$ cat config.mk
export PLATFORM = sky130hd
export DESIGN_NAME = lpmr_front
export DESIGN_NICKNAME = d
export VERILOG_FILES = /design/src/hw/rtl/lpmr_pkg.sv /design/src/hw/rtl/lpmr_front.sv
export SDC_FILE = /design/constraint.sdc
export NUM_CORES = 1
export LEC_CHECK = 0
export BUFFER_PORTS_ARGS = -buffer_cell sky130_fd_sc_hd__buf_2
export CORE_MARGIN = 2
export CORE_UTILIZATION = 51
export DETAILED_ROUTE_END_ITERATION = 16
export GPL_ROUTABILITY_DRIVEN = 0
export PLACE_DENSITY = 0.78
export SLEW_MARGIN = 5
export SYNTH_ARGS = -nofsm -noshare
export SYNTH_HDL_FRONTEND = slang
export SYNTH_SLANG_ARGS = --single-unit
$ cat constraint.sdc
create_clock -name clk -period 2.4 [get_ports clk]
set_input_delay 0.24 -clock clk [delete_from_list [all_inputs] [get_ports clk]]
set_output_delay 0.24 -clock clk [all_outputs]
set_load 0.02 [all_outputs]
$ cat src/hw/rtl/lpmr_pkg.sv
// ----------------------------------------------------------------------------
// lpmr_pkg
// Shared types and constants of the length-prefixed message ring.
// ----------------------------------------------------------------------------
package lpmr_pkg;

  localparam int unsigned HDR_BYTES = 4;

  typedef enum logic [2:0] {
    ST_OK      = 3'd0,
    ST_FULL    = 3'd1,
    ST_EMPTY   = 3'd2,
    ST_CAP_LOW = 3'd3,
    ST_TOO_BIG = 3'd4
  } status_t;

  typedef struct packed {
    logic        op;
    logic [7:0]  push_byte;
    logic [11:0] push_length;
    logic [15:0] read_capacity;
  } cmd_t;

  typedef struct packed {
    logic [2:0]  status;
    logic [7:0]  pop_byte;
    logic [15:0] reported_length;
    logic        last;
  } rsp_t;

  typedef enum logic [3:0] {
    S_IDLE,
    S_PU_HDR,
    S_PU_DATA,
    S_PU_DROP,
    S_PO_RD0,
    S_PO_RD1,
    S_PO_RD2,
    S_PO_RD3,
    S_PO_HWAIT,
    S_PO_DECIDE,
    S_PO_BYTE,
    S_PO_BWAIT,
    S_EMIT
  } eng_state_t;

endpackage

$ cat src/hw/rtl/lpmr_front.sv
// ----------------------------------------------------------------------------
// lpmr_front
// Input stage: registers accepted items into a two-entry queue.
// ----------------------------------------------------------------------------
module lpmr_front (
  input  logic            clk,
  input  logic            rst_n,
  input  logic            in_valid,
  output logic            in_ready,
  input  lpmr_pkg::cmd_t  in_cmd,
  output logic            q_valid,
  input  logic            q_ready,
  output lpmr_pkg::cmd_t  q_cmd
);
  import lpmr_pkg::*;

  cmd_t       buf_r [2];
  logic [1:0] cnt_r, cnt_nxt;
  logic       rd_r, rd_nxt;
  logic       wr_r, wr_nxt;
  logic       push, pop;

  assign in_ready = (cnt_r != 2'd2);
  assign q_valid  = (cnt_r != 2'd0);
  assign q_cmd    = buf_r[rd_r];
  assign push     = in_valid && in_ready;
  assign pop      = q_valid && q_ready;

  always_comb begin
    cnt_nxt = cnt_r + {1'b0, push} - {1'b0, pop};
    rd_nxt  = rd_r ^ pop;
    wr_nxt  = wr_r ^ push;
  end

  always_ff @(posedge clk) begin
    if (!rst_n) begin
      cnt_r <= 2'd0;
      rd_r  <= 1'b0;
      wr_r  <= 1'b0;
    end else begin
      cnt_r <= cnt_nxt;
      rd_r  <= rd_nxt;
      wr_r  <= wr_nxt;
    end
  end

  always_ff @(posedge clk) begin
    if (push) begin
      buf_r[wr_r] <= in_cmd;
    end
  end

endmodule

## Word level (Yosys, flattened, before mapping)

Memory sizes are Yosys's and may differ from the RTL's. A register that Yosys moved wholly into a read port is not among the register bits.
Cells that the tools add are included.
W data, S select, Z words.

| word-level totals | value |
|---|---|
| bits of input ports | 41 |
| memories kept | 1 |
| memory bits (writable) | 74 |
| latch bits | 0 |
| logic and storage cells | 15 |
| memory bits (read-only) | 0 |
| output and inout bits | 39 |
| bits in registers | 4 |

Memory list:

| memory | words | bits a word | read ports | clocked after Yosys merged registers in | write ports | line | text |
|---|---|---|---|---|---|---|---|
| buf_r | 2 | 37 | 1 | 1 | 1 | lpmr_front.sv:17 | `cmd_t buf_r [2];` |

| operators by class | value |
|---|---|
| reduce and logical (&&, ||, !) cells | 3 |
| bitwise logic cells | 2 |
| divide/modulo/power cells | 0 |
| equal/unequal tests | 1 |
| magnitude comparators | 0 |
| add/sub/neg operators | 2 |
| shift-type cells | 0 |
| multipliers | 0 |
| multiplexer cells | 3 |

Operators by type and width:

| cell | number |
|---|---|
| $mux W1 | 3 |
| $add A2 B1 Y2 | 1 |
| $logic_and A1 B1 Y1 | 2 |
| $ne A2 B2 Y1 const B | 1 |
| $reduce_bool A2 Y1 | 1 |
| $sub A2 B1 Y2 | 1 |
| $xor A1 B1 Y1 | 2 |

## Depth between registers and ports, before layout

Gate-level depths: netlist of the first run.

| depth | value |
|---|---|
| word-level depth | 4 |
| depth in mapped cells | 6 |
| mapped depth without buffers | 6 |

## Worst setup path after synthesis of the first run

OpenSTA, ideal clock, no wires.

| timing path | value |
|---|---|
| path type | flip-flop to flip-flop |
| start point | reg cnt_r[0] |
| end point | mem buf_r[0][0] in the netlist's numbering, enable pin |
| path slack | 0.233 ns |
| path buffers | 0 |
| cell stages (with the launch flop) | 4 |
| data required time | 2.002 ns |
| clock period less this slack | 2.167 ns |
| arrival | 1.769 ns |
| library setup time | 0.398 ns |
| cells stage by stage | dfxtp_1 -> nand2b_1 -> and2_1 -> ha_1 |

| between the ends | value |
|---|---|
| word-level cells in the longest chain between the ends | 4 |

Ends and longest elaborated chain:

| element | line | text |
|---|---|---|
| from (decl) | lpmr_front.sv:18 | `logic [1:0] cnt_r, cnt_nxt;` |
| from (signal assigned) | lpmr_front.sv:41 | `cnt_r <= cnt_nxt;` |
| $ne A2 B2 Y1 | lpmr_front.sv:23 | `assign in_ready = (cnt_r != 2'd2);` |
| via in_ready | lpmr_front.sv:9 | `output logic in_ready,` |
| $logic_and A1 B1 Y1 | lpmr_front.sv:26 | `assign push = in_valid && in_ready;` |
| $mux W1 | lpmr_front.sv:48 | `if (push) begin` |
| $mux W1 (not written as such) | lpmr_front.sv:49 | `buf_r[wr_r] <= in_cmd;` |
| to (decl) | lpmr_front.sv:17 |  |

The timed path passes the listed nets, and every way through them passes these cells.

==> results.sh, run 1 <==
export IMPL_status="finished clean"
export IMPL_r2r_end="buf_r[0][29]"
export IMPL_synth_top_area_share=0.754
export IMPL_grt_pass1_vias=1549
export IMPL_n_antenna_cell=0
export IMPL_cts_sinks=79
export IMPL_final_cells=310
export IMPL_drc=0
export IMPL_numCtsBuffers=9
export IMPL_r2r_cells=4
export IMPL_wl_um=4900
export IMPL_hold_violations=0
export IMPL_drt_pass1_iter_count=4
export IMPL_drt_initial_drc_count=70
export IMPL_dp_cells=294
export IMPL_relSlewSlack=0.714
export IMPL_ys_types=22
export IMPL_worst_pin_slew_ns=0.429
export IMPL_vias=1534
export IMPL_num_rows=27
export IMPL_yosys_register_bits=79
export IMPL_finalCritPeriodShare=0.800
export IMPL_critPathLaunchType="register"
export IMPL_seq_area_frac_synth=0.788
export IMPL_track_usage=0.163
export IMPL_fmax_mhz=521
export IMPL_die_y_um=80.0
export IMPL_hold_buffers=0
export IMPL_syn_num_nets=187
export IMPL_synth_area_leaders="edfxtp_1, mux2_2, dfxtp_1"
export IMPL_clk_latency_ns=0.34
export IMPL_cpPeakStageDelay_ns=0.59
export IMPL_syn2layout_area_growth_pct=22.9
export IMPL_grt_max_degree=24
export IMPL_wl_met1_um=2070
export IMPL_max_cap_viol_count=0
export IMPL_path_clk_slew_ns=0.08
export IMPL_syn_area_per_cell_um2=20.5
export IMPL_r2r_start="cnt_r[0]"
export IMPL_wl_per_cell_um=15.8
export IMPL_cp_num_buf_inv=2
export IMPL_post_cts_resized=0
export IMPL_synthesis_area_um2=2950
export IMPL_fin_setup_tns_ns=0
export IMPL_io_pins=80
export IMPL_drv_slew=0
export IMPL_drive_gt1_frac=0.580
export IMPL_top_layer="met4"
export IMPL_gr_total_overflow=0
export IMPL_antenna_left=0
export IMPL_path_depth=3
export IMPL_cp_top_family="flip-flops"
export IMPL_syn_instance_count=144
export IMPL_antenna_found_initial=0
export IMPL_fin_worst_skew_ns=0.0106
export IMPL_fp_coreArea_um2=5540
export IMPL_setup_viol=0
export IMPL_viasPerCell=4.95
export IMPL_power_density_nw_per_um2=971
export IMPL_arrival_ns=1.68
export IMPL_p_leak_nw=1.36
export IMPL_async_flop_share=0
export IMPL_placed_cell_area_um2=3450
export IMPL_die_w_um=80.0
export IMPL_ctsRootBufferMaster="clkbuf_8"
export IMPL_die_area_um2=6400
export IMPL_hpwl_um=3330
export IMPL_cp_slowest_cell="dfxtp_2"
export IMPL_path_cells="buf_12 > mux2_2 > buf_2"
export IMPL_synth_area_leader_cell="edfxtp_1"
export IMPL_grt_pass1_wl_um=7450
export IMPL_cts_tree="yes"
export IMPL_start_util=0.532
export IMPL_irDropWorstVdd_mv=0.438
export IMPL_worstPathRequired_ns=2.16
export IMPL_ys_warn_count=0
export IMPL_design_area_um2=3620
export IMPL_synth_ff_type="edfxtp_1"
export IMPL_fillers=394
export IMPL_port_buffers=79
export IMPL_h_tree_depth=3
export IMPL_crit_path_end_kind="output port"
export IMPL_fin_crit_ns=1.92
export IMPL_r2r_setup_slack_ns=0.66
export IMPL_post_cts_buffers=0
export IMPL_critical_path_class="register to output port"
export IMPL_hold_class="input port to register"
export IMPL_clockBufferDepth=2
export IMPL_rsz0062_at_grt="false"
export IMPL_path_max_fanout=21
export IMPL_synth_edf_count=74
export IMPL_dr_wl_met2_um=2480
export IMPL_crit_end="q_cmd[6]"
export IMPL_nNetsFinal=276
export IMPL_met3_length_um=255
==> Yosys cell counts (2+ instances only) <==
library cell / n
and2_1: 4
buf_6: 3
dfxtp_1: 5
edfxtp_1: 74
ha_1: 2
mux2_2: 37
nor2_1: 2
nor2b_1: 2
o21ai_0: 2
==> cells by family (layout without fill, tap and decap cells) <==
family | after synthesis | after routing | share of synthesized area
compound gates | 5 | 5 | 0.0123
xor+xnor | 1 | 1 | 0.00297
mux | 38 | 38 | 0.145
buf+inv | 5 | 99 | 0.0153
fa+ha+maj | 2 | 2 | 0.00849
simple gates | 14 | 14 | 0.0276
flops | 79 | 79 | 0.788
==> flip-flops by register name, summed over array words and instances, names as in the netlist, named ones only <==
register,cells
buf_r,74
cnt_r,2
rd_r,1
wr_r,1
==> power by group <==
part,switching (W),internal [W],leakage (nW)
combinational,0.000511,0.000402,0.548
sequential,0.0000814,0.00170,0.734
clock,0.000448,0.000370,0.0797
==> layout by cell type (no fill, tap or decap), drive strengths merged, types with 2 or more instances in the layout <==
master,Yosys,layout
o21ai,2,2
nor2,2,2
buf,4,82
and2,4,4
ha,2,2
clkbuf,0,10
edfxtp,74,74
mux2,37,37
dfxtp,5,5
clkinvlp,0,2
nor2b,2,2
clkinv,0,4
==> through the flow <==
step	util	hold slack (ns)	power, W	worst slack, ns
after floorplan	-	0.339	0.00244	0.233
after global placement	0.624	0.428	0.00272	0.717
after detailed placement	0.624	0.432	0.00274	0.668
after CTS	0.653	0.0766	0.00355	0.445
after global routing	0.653	0.0688	0.00369	0.399
final	0.653	0.0886	0.00352	0.480
==> worst min path at each step <==
stage	cells after the start	to	startpoint	slack, ns
after floorplan	0	buf_r[0][0]	in_cmd[0]	0.34
after global placement	1	buf_r[0][7]	in_cmd[7]	0.43
after detailed placement	1	buf_r[0][25]	in_cmd[25]	0.43
after CTS	1	buf_r[1][12]	in_cmd[12]	0.08
after global routing	1	buf_r[1][32]	in_cmd[32]	0.07
final	1	buf_r[1][12]	in_cmd[12]	0.09
==> per-layer routing <==
metal | vias up | global-route usage
met5 | - | 0
li1 | 736 | -
met4 | 0 | 0.0864
met3 | 7 | 0.0441
met2 | 45 | 0.268
met1 | 746 | 0.195
==> layout make-up <==
| type | instances | area, um2 | area share |
|---|---|---|---|
| Tap cell | 72 | 90.1 | 0.0249 |
| Clock buffer | 10 | 128 | 0.0353 |
| Timing Repair Buffer | 82 | 455 | 0.126 |
| Sequential cell | 79 | 2320 | 0.642 |
| Inverter | 1 | 3.75 | 0.00104 |
| Clock inverter | 6 | 37.5 | 0.0104 |
| Multi-Input combinational cell | 60 | 582 | 0.161 |
No activity file was read; power rests on OpenSTA's default activity.
==> run 2: changes to the inputs <==
--- a/config.mk
+++ b/config.mk
@@ -5,12 +5,13 @@
 export SDC_FILE = /design/constraint.sdc
 export NUM_CORES = 1
 export LEC_CHECK = 0
+export ABC_AREA = 1
 export BUFFER_PORTS_ARGS = -buffer_cell sky130_fd_sc_hd__buf_2
 export CORE_MARGIN = 2
-export CORE_UTILIZATION = 51
+export CORE_UTILIZATION = 52
 export DETAILED_ROUTE_END_ITERATION = 16
 export GPL_ROUTABILITY_DRIVEN = 0
-export PLACE_DENSITY = 0.78
+export PLACE_DENSITY = 0.79
 export SLEW_MARGIN = 5
 export SYNTH_ARGS = -nofsm -noshare
 export SYNTH_HDL_FRONTEND = slang
==> constraint.sdc (replaced) <==
create_clock -name clk -period 2 [get_ports clk]
set_input_delay 0.2 -clock clk [delete_from_list [all_inputs] [get_ports clk]]
set_output_delay 0.2 -clock clk [all_outputs]
set_load 0.02 [all_outputs]
==> results.sh, run 2 <==
export IMPL_fillers=397
export IMPL_top_regs="buf_r x74, cnt_r x2"
export IMPL_vias=1558
export IMPL_comb_power_share=0.311
export IMPL_arrival_ns=1.56
export IMPL_numCtsBuffers=9
export IMPL_wl_per_cell_um=14.4
export IMPL_synth_fa_ha_area_frac=0.00816
export IMPL_track_usage=0.150
export IMPL_pwr_share_clk=0.246
export IMPL_hold_slack_ns=0.0398
export IMPL_syn_instance_count=151
export IMPL_synth_xor_area_frac=0.00286
export IMPL_max_cap_viol_count=0
export IMPL_cp_top_family="buffers and inverters"
export IMPL_drive_gt1_frac=0.571
export IMPL_fin_setup_tns_ns=0
export IMPL_grt_met3_usage=0.0478
export IMPL_hold_violations=0
export IMPL_seq_area_frac_synth=0.757
export IMPL_final_cell_mix="buf_2, edfxtp_1, mux2_4, nand2_1, clkbuf_8"
export IMPL_syn_area_per_cell_um2=20.3
export IMPL_post_cts_resized=0
export IMPL_pwr_share_seq=0.443
export IMPL_start_util=0.547
export IMPL_met1_usage=0.157
export IMPL_final_common_cell="buf_2"
export IMPL_drt_pass1_iter_count=4
export IMPL_syn_num_nets=194
export IMPL_die_w_um=80.8
export IMPL_finalCritPeriodShare=0.881
export IMPL_ys_types=15
export IMPL_cp_num_buf_inv=2
export IMPL_synth_top_area_share=0.725
export IMPL_synth_area_leader_cell="edfxtp_1"
export IMPL_path_cells="buf_4 > mux2_2 > buf_2"
export IMPL_post_cts_buffers=0
export IMPL_ys_warn_count=0
export IMPL_syn2layout_area_growth_pct=22.4
export IMPL_p_leak_nw=1.51
export IMPL_fin_worst_skew_ns=0.00747
export IMPL_dp_slack_ns=0.486
export IMPL_power_density_nw_per_um2=1340
export IMPL_cpPeakStageDelay_ns=0.39
export IMPL_yosys_register_bits=79
export IMPL_drv_slew=0
export IMPL_hold_class="input port to register"
export IMPL_clockBufferDepth=2
export IMPL_drc=0
export IMPL_rsz0062_at_grt="false"
export IMPL_multi_input_area_um2=649
export IMPL_synthTopCellsByCount="edfxtp_1, mux2_4, nand2_1"
export IMPL_gr_total_overflow=0
export IMPL_setup_slack_ns=0.238
export IMPL_synth_compound_area_frac=0.00163
export IMPL_fmax_mhz=567
export IMPL_setup_viol=0
export IMPL_synthesis_area_um2=3070
export IMPL_p_int_w=0.00352
export IMPL_num_rows=27
export IMPL_antenna_left=0
export IMPL_cts_tree="yes"
export IMPL_viasPerCell=4.88
export IMPL_io_pins=80
export IMPL_nNetsFinal=285
export IMPL_net_switching_power_w=0.00150
export IMPL_wl_um=4600
export IMPL_die_y_um=80.8
export IMPL_irDropWorstVdd_mv=0.754
export IMPL_path_max_fanout=21
export IMPL_crit_path_end_kind="output port"
export IMPL_synth_top_family_by_area="multiplexers"
export IMPL_critPathLaunchType="register"
export IMPL_yosysMostFrequentCell="edfxtp_1"
export IMPL_grt_pass1_wl_um=6870
export IMPL_swShare=0.299
export IMPL_async_flop_share=0
export IMPL_met2_usage=0.259
export IMPL_regMostFlops="buf_r"
export IMPL_seqCellArea_um2=2320
export IMPL_status="finished clean"
export IMPL_path_clk_slew_ns=0.08
export IMPL_grt_busiest_layer="met2"
export IMPL_synth_area_leaders="edfxtp_1, mux2_4, dfxtp_1"
export IMPL_grt_pass1_vias=1542
export IMPL_port_buffers=79
export IMPL_ctsRootBufferMaster="clkbuf_8"
export IMPL_synth_edf_count=74
export IMPL_clk_latency_ns=0.34
export IMPL_synth_ff_type="edfxtp_1"
export IMPL_synth_simple_area_share=0.0233
export IMPL_h_tree_depth=3
export IMPL_hold_buffers=0
export IMPL_n_antenna_cell=0
export IMPL_largest_reg_flops=74
export IMPL_antenna_found_initial=0
export IMPL_worstPathRequired_ns=1.80
export IMPL_die_area_um2=6530
export IMPL_muxShareOfSynthArea=0.173
export IMPL_grt_max_degree=35
export IMPL_fin_crit_ns=1.76
export IMPL_worst_pin_slew_ns=0.376
export IMPL_cp_slowest_cell="mux2_2"
export IMPL_drt_initial_drc_count=74
export IMPL_fp_coreArea_um2=5610
export IMPL_critical_path_class="register to output port"
export IMPL_hpwl_um=3050
export IMPL_cts_sinks=79
export IMPL_relSlewSlack=0.749
run 2: cell count changes after synthesis, moves of 2 or more:
cell / change
inv_1: +7
buf_6: -2
mux2_2: -30
buf_12: +3
and2_1: -4
nor2b_1: -2
o21ai_0: -2
nor2_1: +5
mux2_4: +30
nand2_1: +8
run 2: cell families (layout without fill, tap and decap cells):
| logic type | after synthesis | after routing |
|---|---|---|
| DFF | 79 | 79 |
| muxes | 37 | 37 |
| and+or+nand+nor | 18 | 18 |
| buffers and inverters | 13 | 109 |
| adders and majority gates | 2 | 2 |
| AOI/OAI and AO/OA | 1 | 1 |
| xor gates and xnor gates | 1 | 1 |
run 2: layer usage:
layer / up-vias / part of all wire
li1: 744 / -
met1: 748 / 0.38
met2: 54 / 0.54
met3: 12 / 0.057
met4: 0 / 0.026
met5: - / 0
run 2: worst paths after layout:
path,start,end,slack [ns],cells after the start
setup / recovery,register,q_cmd[5],0.24,3
hold / removal,in_cmd[6],buf_r[0][6],0.04,1
setup reg to reg,cnt_r[0],buf_r[0][32],0.42,6
hold reg to reg,rd_r,rd_r,0.53,2
run 2: area by class of cell:
cell class | instances | area share
clock buffer | 10 | 0.0340
tap | 72 | 0.0240
timing repair buffer | 84 | 0.119
sequential | 79 | 0.619
multi-input combinational | 59 | 0.173
inverter | 9 | 0.00900
clock inverter | 6 | 0.0227
run 2: power by group through the flow:
stage / Sequential (W) / Clock (W) / Combinational [W]
after global routing: 0.00225 / 0.00132 / 0.00168
after global placement: 0.00225 / 0 / 0.00155
after floorplan: 0.00224 / 0 / 0.00122
after CTS: 0.00223 / 0.00126 / 0.00159
after detailed placement: 0.00226 / 0 / 0.00157
final: 0.00222 / 0.00123 / 0.00156
run 2: per-stage QoR:
stage | util | area (um2) | total power [W] | std cells
floorplan | - | 3080 | 0.00346 | 151
global placement | 0.632 | 3540 | 0.00380 | 303
detailed placement | 0.632 | 3540 | 0.00384 | 303
CTS | 0.670 | 3750 | 0.00507 | 319
global route | 0.670 | 3750 | 0.00525 | 319
finish | 0.670 | 3750 | 0.00502 | 319
==> run 3: changes to the inputs <==
--- a/config.mk
+++ b/config.mk
@@ -8,10 +8,9 @@
 export ABC_AREA = 1
 export BUFFER_PORTS_ARGS = -buffer_cell sky130_fd_sc_hd__buf_2
 export CORE_MARGIN = 2
-export CORE_UTILIZATION = 52
+export CORE_UTILIZATION = 29
 export DETAILED_ROUTE_END_ITERATION = 16
 export GPL_ROUTABILITY_DRIVEN = 0
-export PLACE_DENSITY = 0.79
 export SLEW_MARGIN = 5
 export SYNTH_ARGS = -nofsm -noshare
 export SYNTH_HDL_FRONTEND = slang
==> results.sh, run 3 (same netlist as run 2, synthesis figures left out) <==
export IMPL_hold_class="input port to register"
export IMPL_die_area_um2=11400
export IMPL_largest_reg_flops=74
export IMPL_finalCritPeriodShare=0.908
export IMPL_max_cap_viol_count=0
export IMPL_r2r_setup_slack_ns=0.52
export IMPL_final_cell_mix="buf_2, edfxtp_1, mux2_4, nand2_1, clkbuf_8"
export IMPL_arrival_ns=1.62
export IMPL_hold_violations=0
export IMPL_drt_initial_drc_count=55
export IMPL_drv_slew=0
export IMPL_wl_per_cell_um=12.9
export IMPL_report_power_total_w=0.00492
export IMPL_worst_pin_slew_ns=0.376
export IMPL_p_leak_nw=1.51
export IMPL_syn2layout_area_growth_pct=24.7
export IMPL_holdPathStages=1
export IMPL_die_y_um=107
export IMPL_grt_max_degree=32
export IMPL_cpPeakStageDelay_ns=0.45
export IMPL_setup_slack_ns=0.185
export IMPL_io_pins=80
export IMPL_setup_viol=0
export IMPL_rsz0062_at_grt="false"
export IMPL_fin_crit_ns=1.82
export IMPL_cts_sinks=79
export IMPL_hold_buffers=0
export IMPL_r2r_start="cnt_r[0]"
export IMPL_pwr_share_seq=0.455
export IMPL_nNetsFinal=285
export IMPL_numCtsBuffers=9
export IMPL_power_density_nw_per_um2=1290
export IMPL_net_switching_power_w=0.00151
export IMPL_worstHoldStart="in_cmd[12]"
export IMPL_irDropWorstVdd_mv=0.569
export IMPL_track_usage=0.0969
export IMPL_fin_worst_skew_ns=0.00657
export IMPL_top_layer="met4"
export IMPL_dp_slack_ns=0.507
export IMPL_final_util=0.372
export IMPL_gr_total_overflow=0
export IMPL_num_rows=37
export IMPL_fmax_mhz=551
export IMPL_relSlewSlack=0.749
export IMPL_comb_power_share=0.317
export IMPL_dr_wl_met2_um=2510
export IMPL_die_w_um=107
export IMPL_path_cells="buf_12 > mux2_2 > buf_2"
export IMPL_ctsRootBufferMaster="clkbuf_8"
export IMPL_whs_endpoint="buf_r[0][12]"
export IMPL_vias=1541
export IMPL_antenna_left=0
export IMPL_status="finished clean"
export IMPL_cp_slowest_cell="dfxtp_2"
export IMPL_crit_path_end_kind="output port"
export IMPL_fin_setup_tns_ns=0
export IMPL_hold_slack_ns=0.0393
export IMPL_viasPerCell=4.02
export IMPL_r2r_cells=11
export IMPL_drive_gt1_frac=0.571
export IMPL_regMostFlops="buf_r"
export IMPL_top_regs="buf_r x74, cnt_r x2"
export IMPL_r2r_end="cnt_r[1]"
export IMPL_n_antenna_cell=0
export IMPL_antenna_found_initial=0
export IMPL_grt_pass1_vias=1633
export IMPL_post_cts_buffers=0
export IMPL_wl_met1_um=2070
export IMPL_clockBufferDepth=2
export IMPL_path_clk_slew_ns=0.08
export IMPL_wl_um=4950
export IMPL_final_common_cell="buf_2"
export IMPL_critical_path_class="register to output port"
export IMPL_clk_latency_ns=0.34
export IMPL_fp_coreArea_um2=10300
export IMPL_cts_tree="yes"
export IMPL_port_buffers=79
export IMPL_critPathLaunchType="register"
export IMPL_hpwl_um=3310
export IMPL_swShare=0.307
export IMPL_cp_num_buf_inv=2
export IMPL_cp_top_family="flip-flops"
export IMPL_met3_length_um=297
export IMPL_p_int_w=0.00341
export IMPL_worstPathRequired_ns=1.80
export IMPL_post_cts_resized=0
export IMPL_pwr_share_clk=0.228
export IMPL_h_tree_depth=3
export IMPL_drt_pass1_iter_count=4
export IMPL_grt_pass1_wl_um=8010
export IMPL_start_util=0.298
export IMPL_drc=0
export IMPL_path_max_fanout=31
run 3: cell types whose count changed in the layout (fill, tap and decap cells not counted):
cell and change:
buf_12 +1, buf_4 -1, bufinv_16 -1, clkinv_2 +1, clkinv_4 +1, clkinvlp_4 -1
run 3: final cells by class:
cell class | instances | area [um2]
Fill cell | 1017 | 6450
Sequential cell | 79 | 2320
Multi-Input combinational cell | 59 | 649
Timing Repair Buffer | 84 | 458
Tap cell | 136 | 170
Clock buffer | 10 | 128
Clock inverter | 6 | 61.3
Inverter | 9 | 33.8
run 3: per-stage QoR:
stage / cell area, um2 / instances
3_5_place_dp: 3630 / 367
3_3_place_gp: 3630 / 367
4_1_cts: 3820 / 383
2_1_floorplan: 3080 / 151
5_1_grt: 3820 / 383
6_report: 3820 / 383
run 3: worst max path at each step:
stage	cells past startpoint	slack, ns	end	from
after floorplan	5	0.21	buf_r[0][0]	cnt_r[0]
after global placement	3	0.53	q_cmd[5]	register
after detailed placement	5	0.51	buf_r[1][21]	cnt_r[0]
after CTS	3	0.12	q_cmd[5]	register
after global routing	3	0.07	q_cmd[3]	register
final	3	0.18	q_cmd[5]	register
run 3: power by group through the flow:
stage	combinational, W	clock [W]	sequential (W)
5_1_grt	0.00170	0.00125	0.00227
3_3_place_gp	0.00160	0	0.00227
6_report	0.00156	0.00112	0.00224
4_1_cts	0.00161	0.00117	0.00224
2_1_floorplan	0.00122	0	0.00224
3_5_place_dp	0.00160	0	0.00228
run 3: per-layer routing:
metal,GRT usage,vias up
met5,0,-
met2,0.162,48
met4,0.0390,0
li1,-,744
met1,0.104,742
met3,0.0492,7
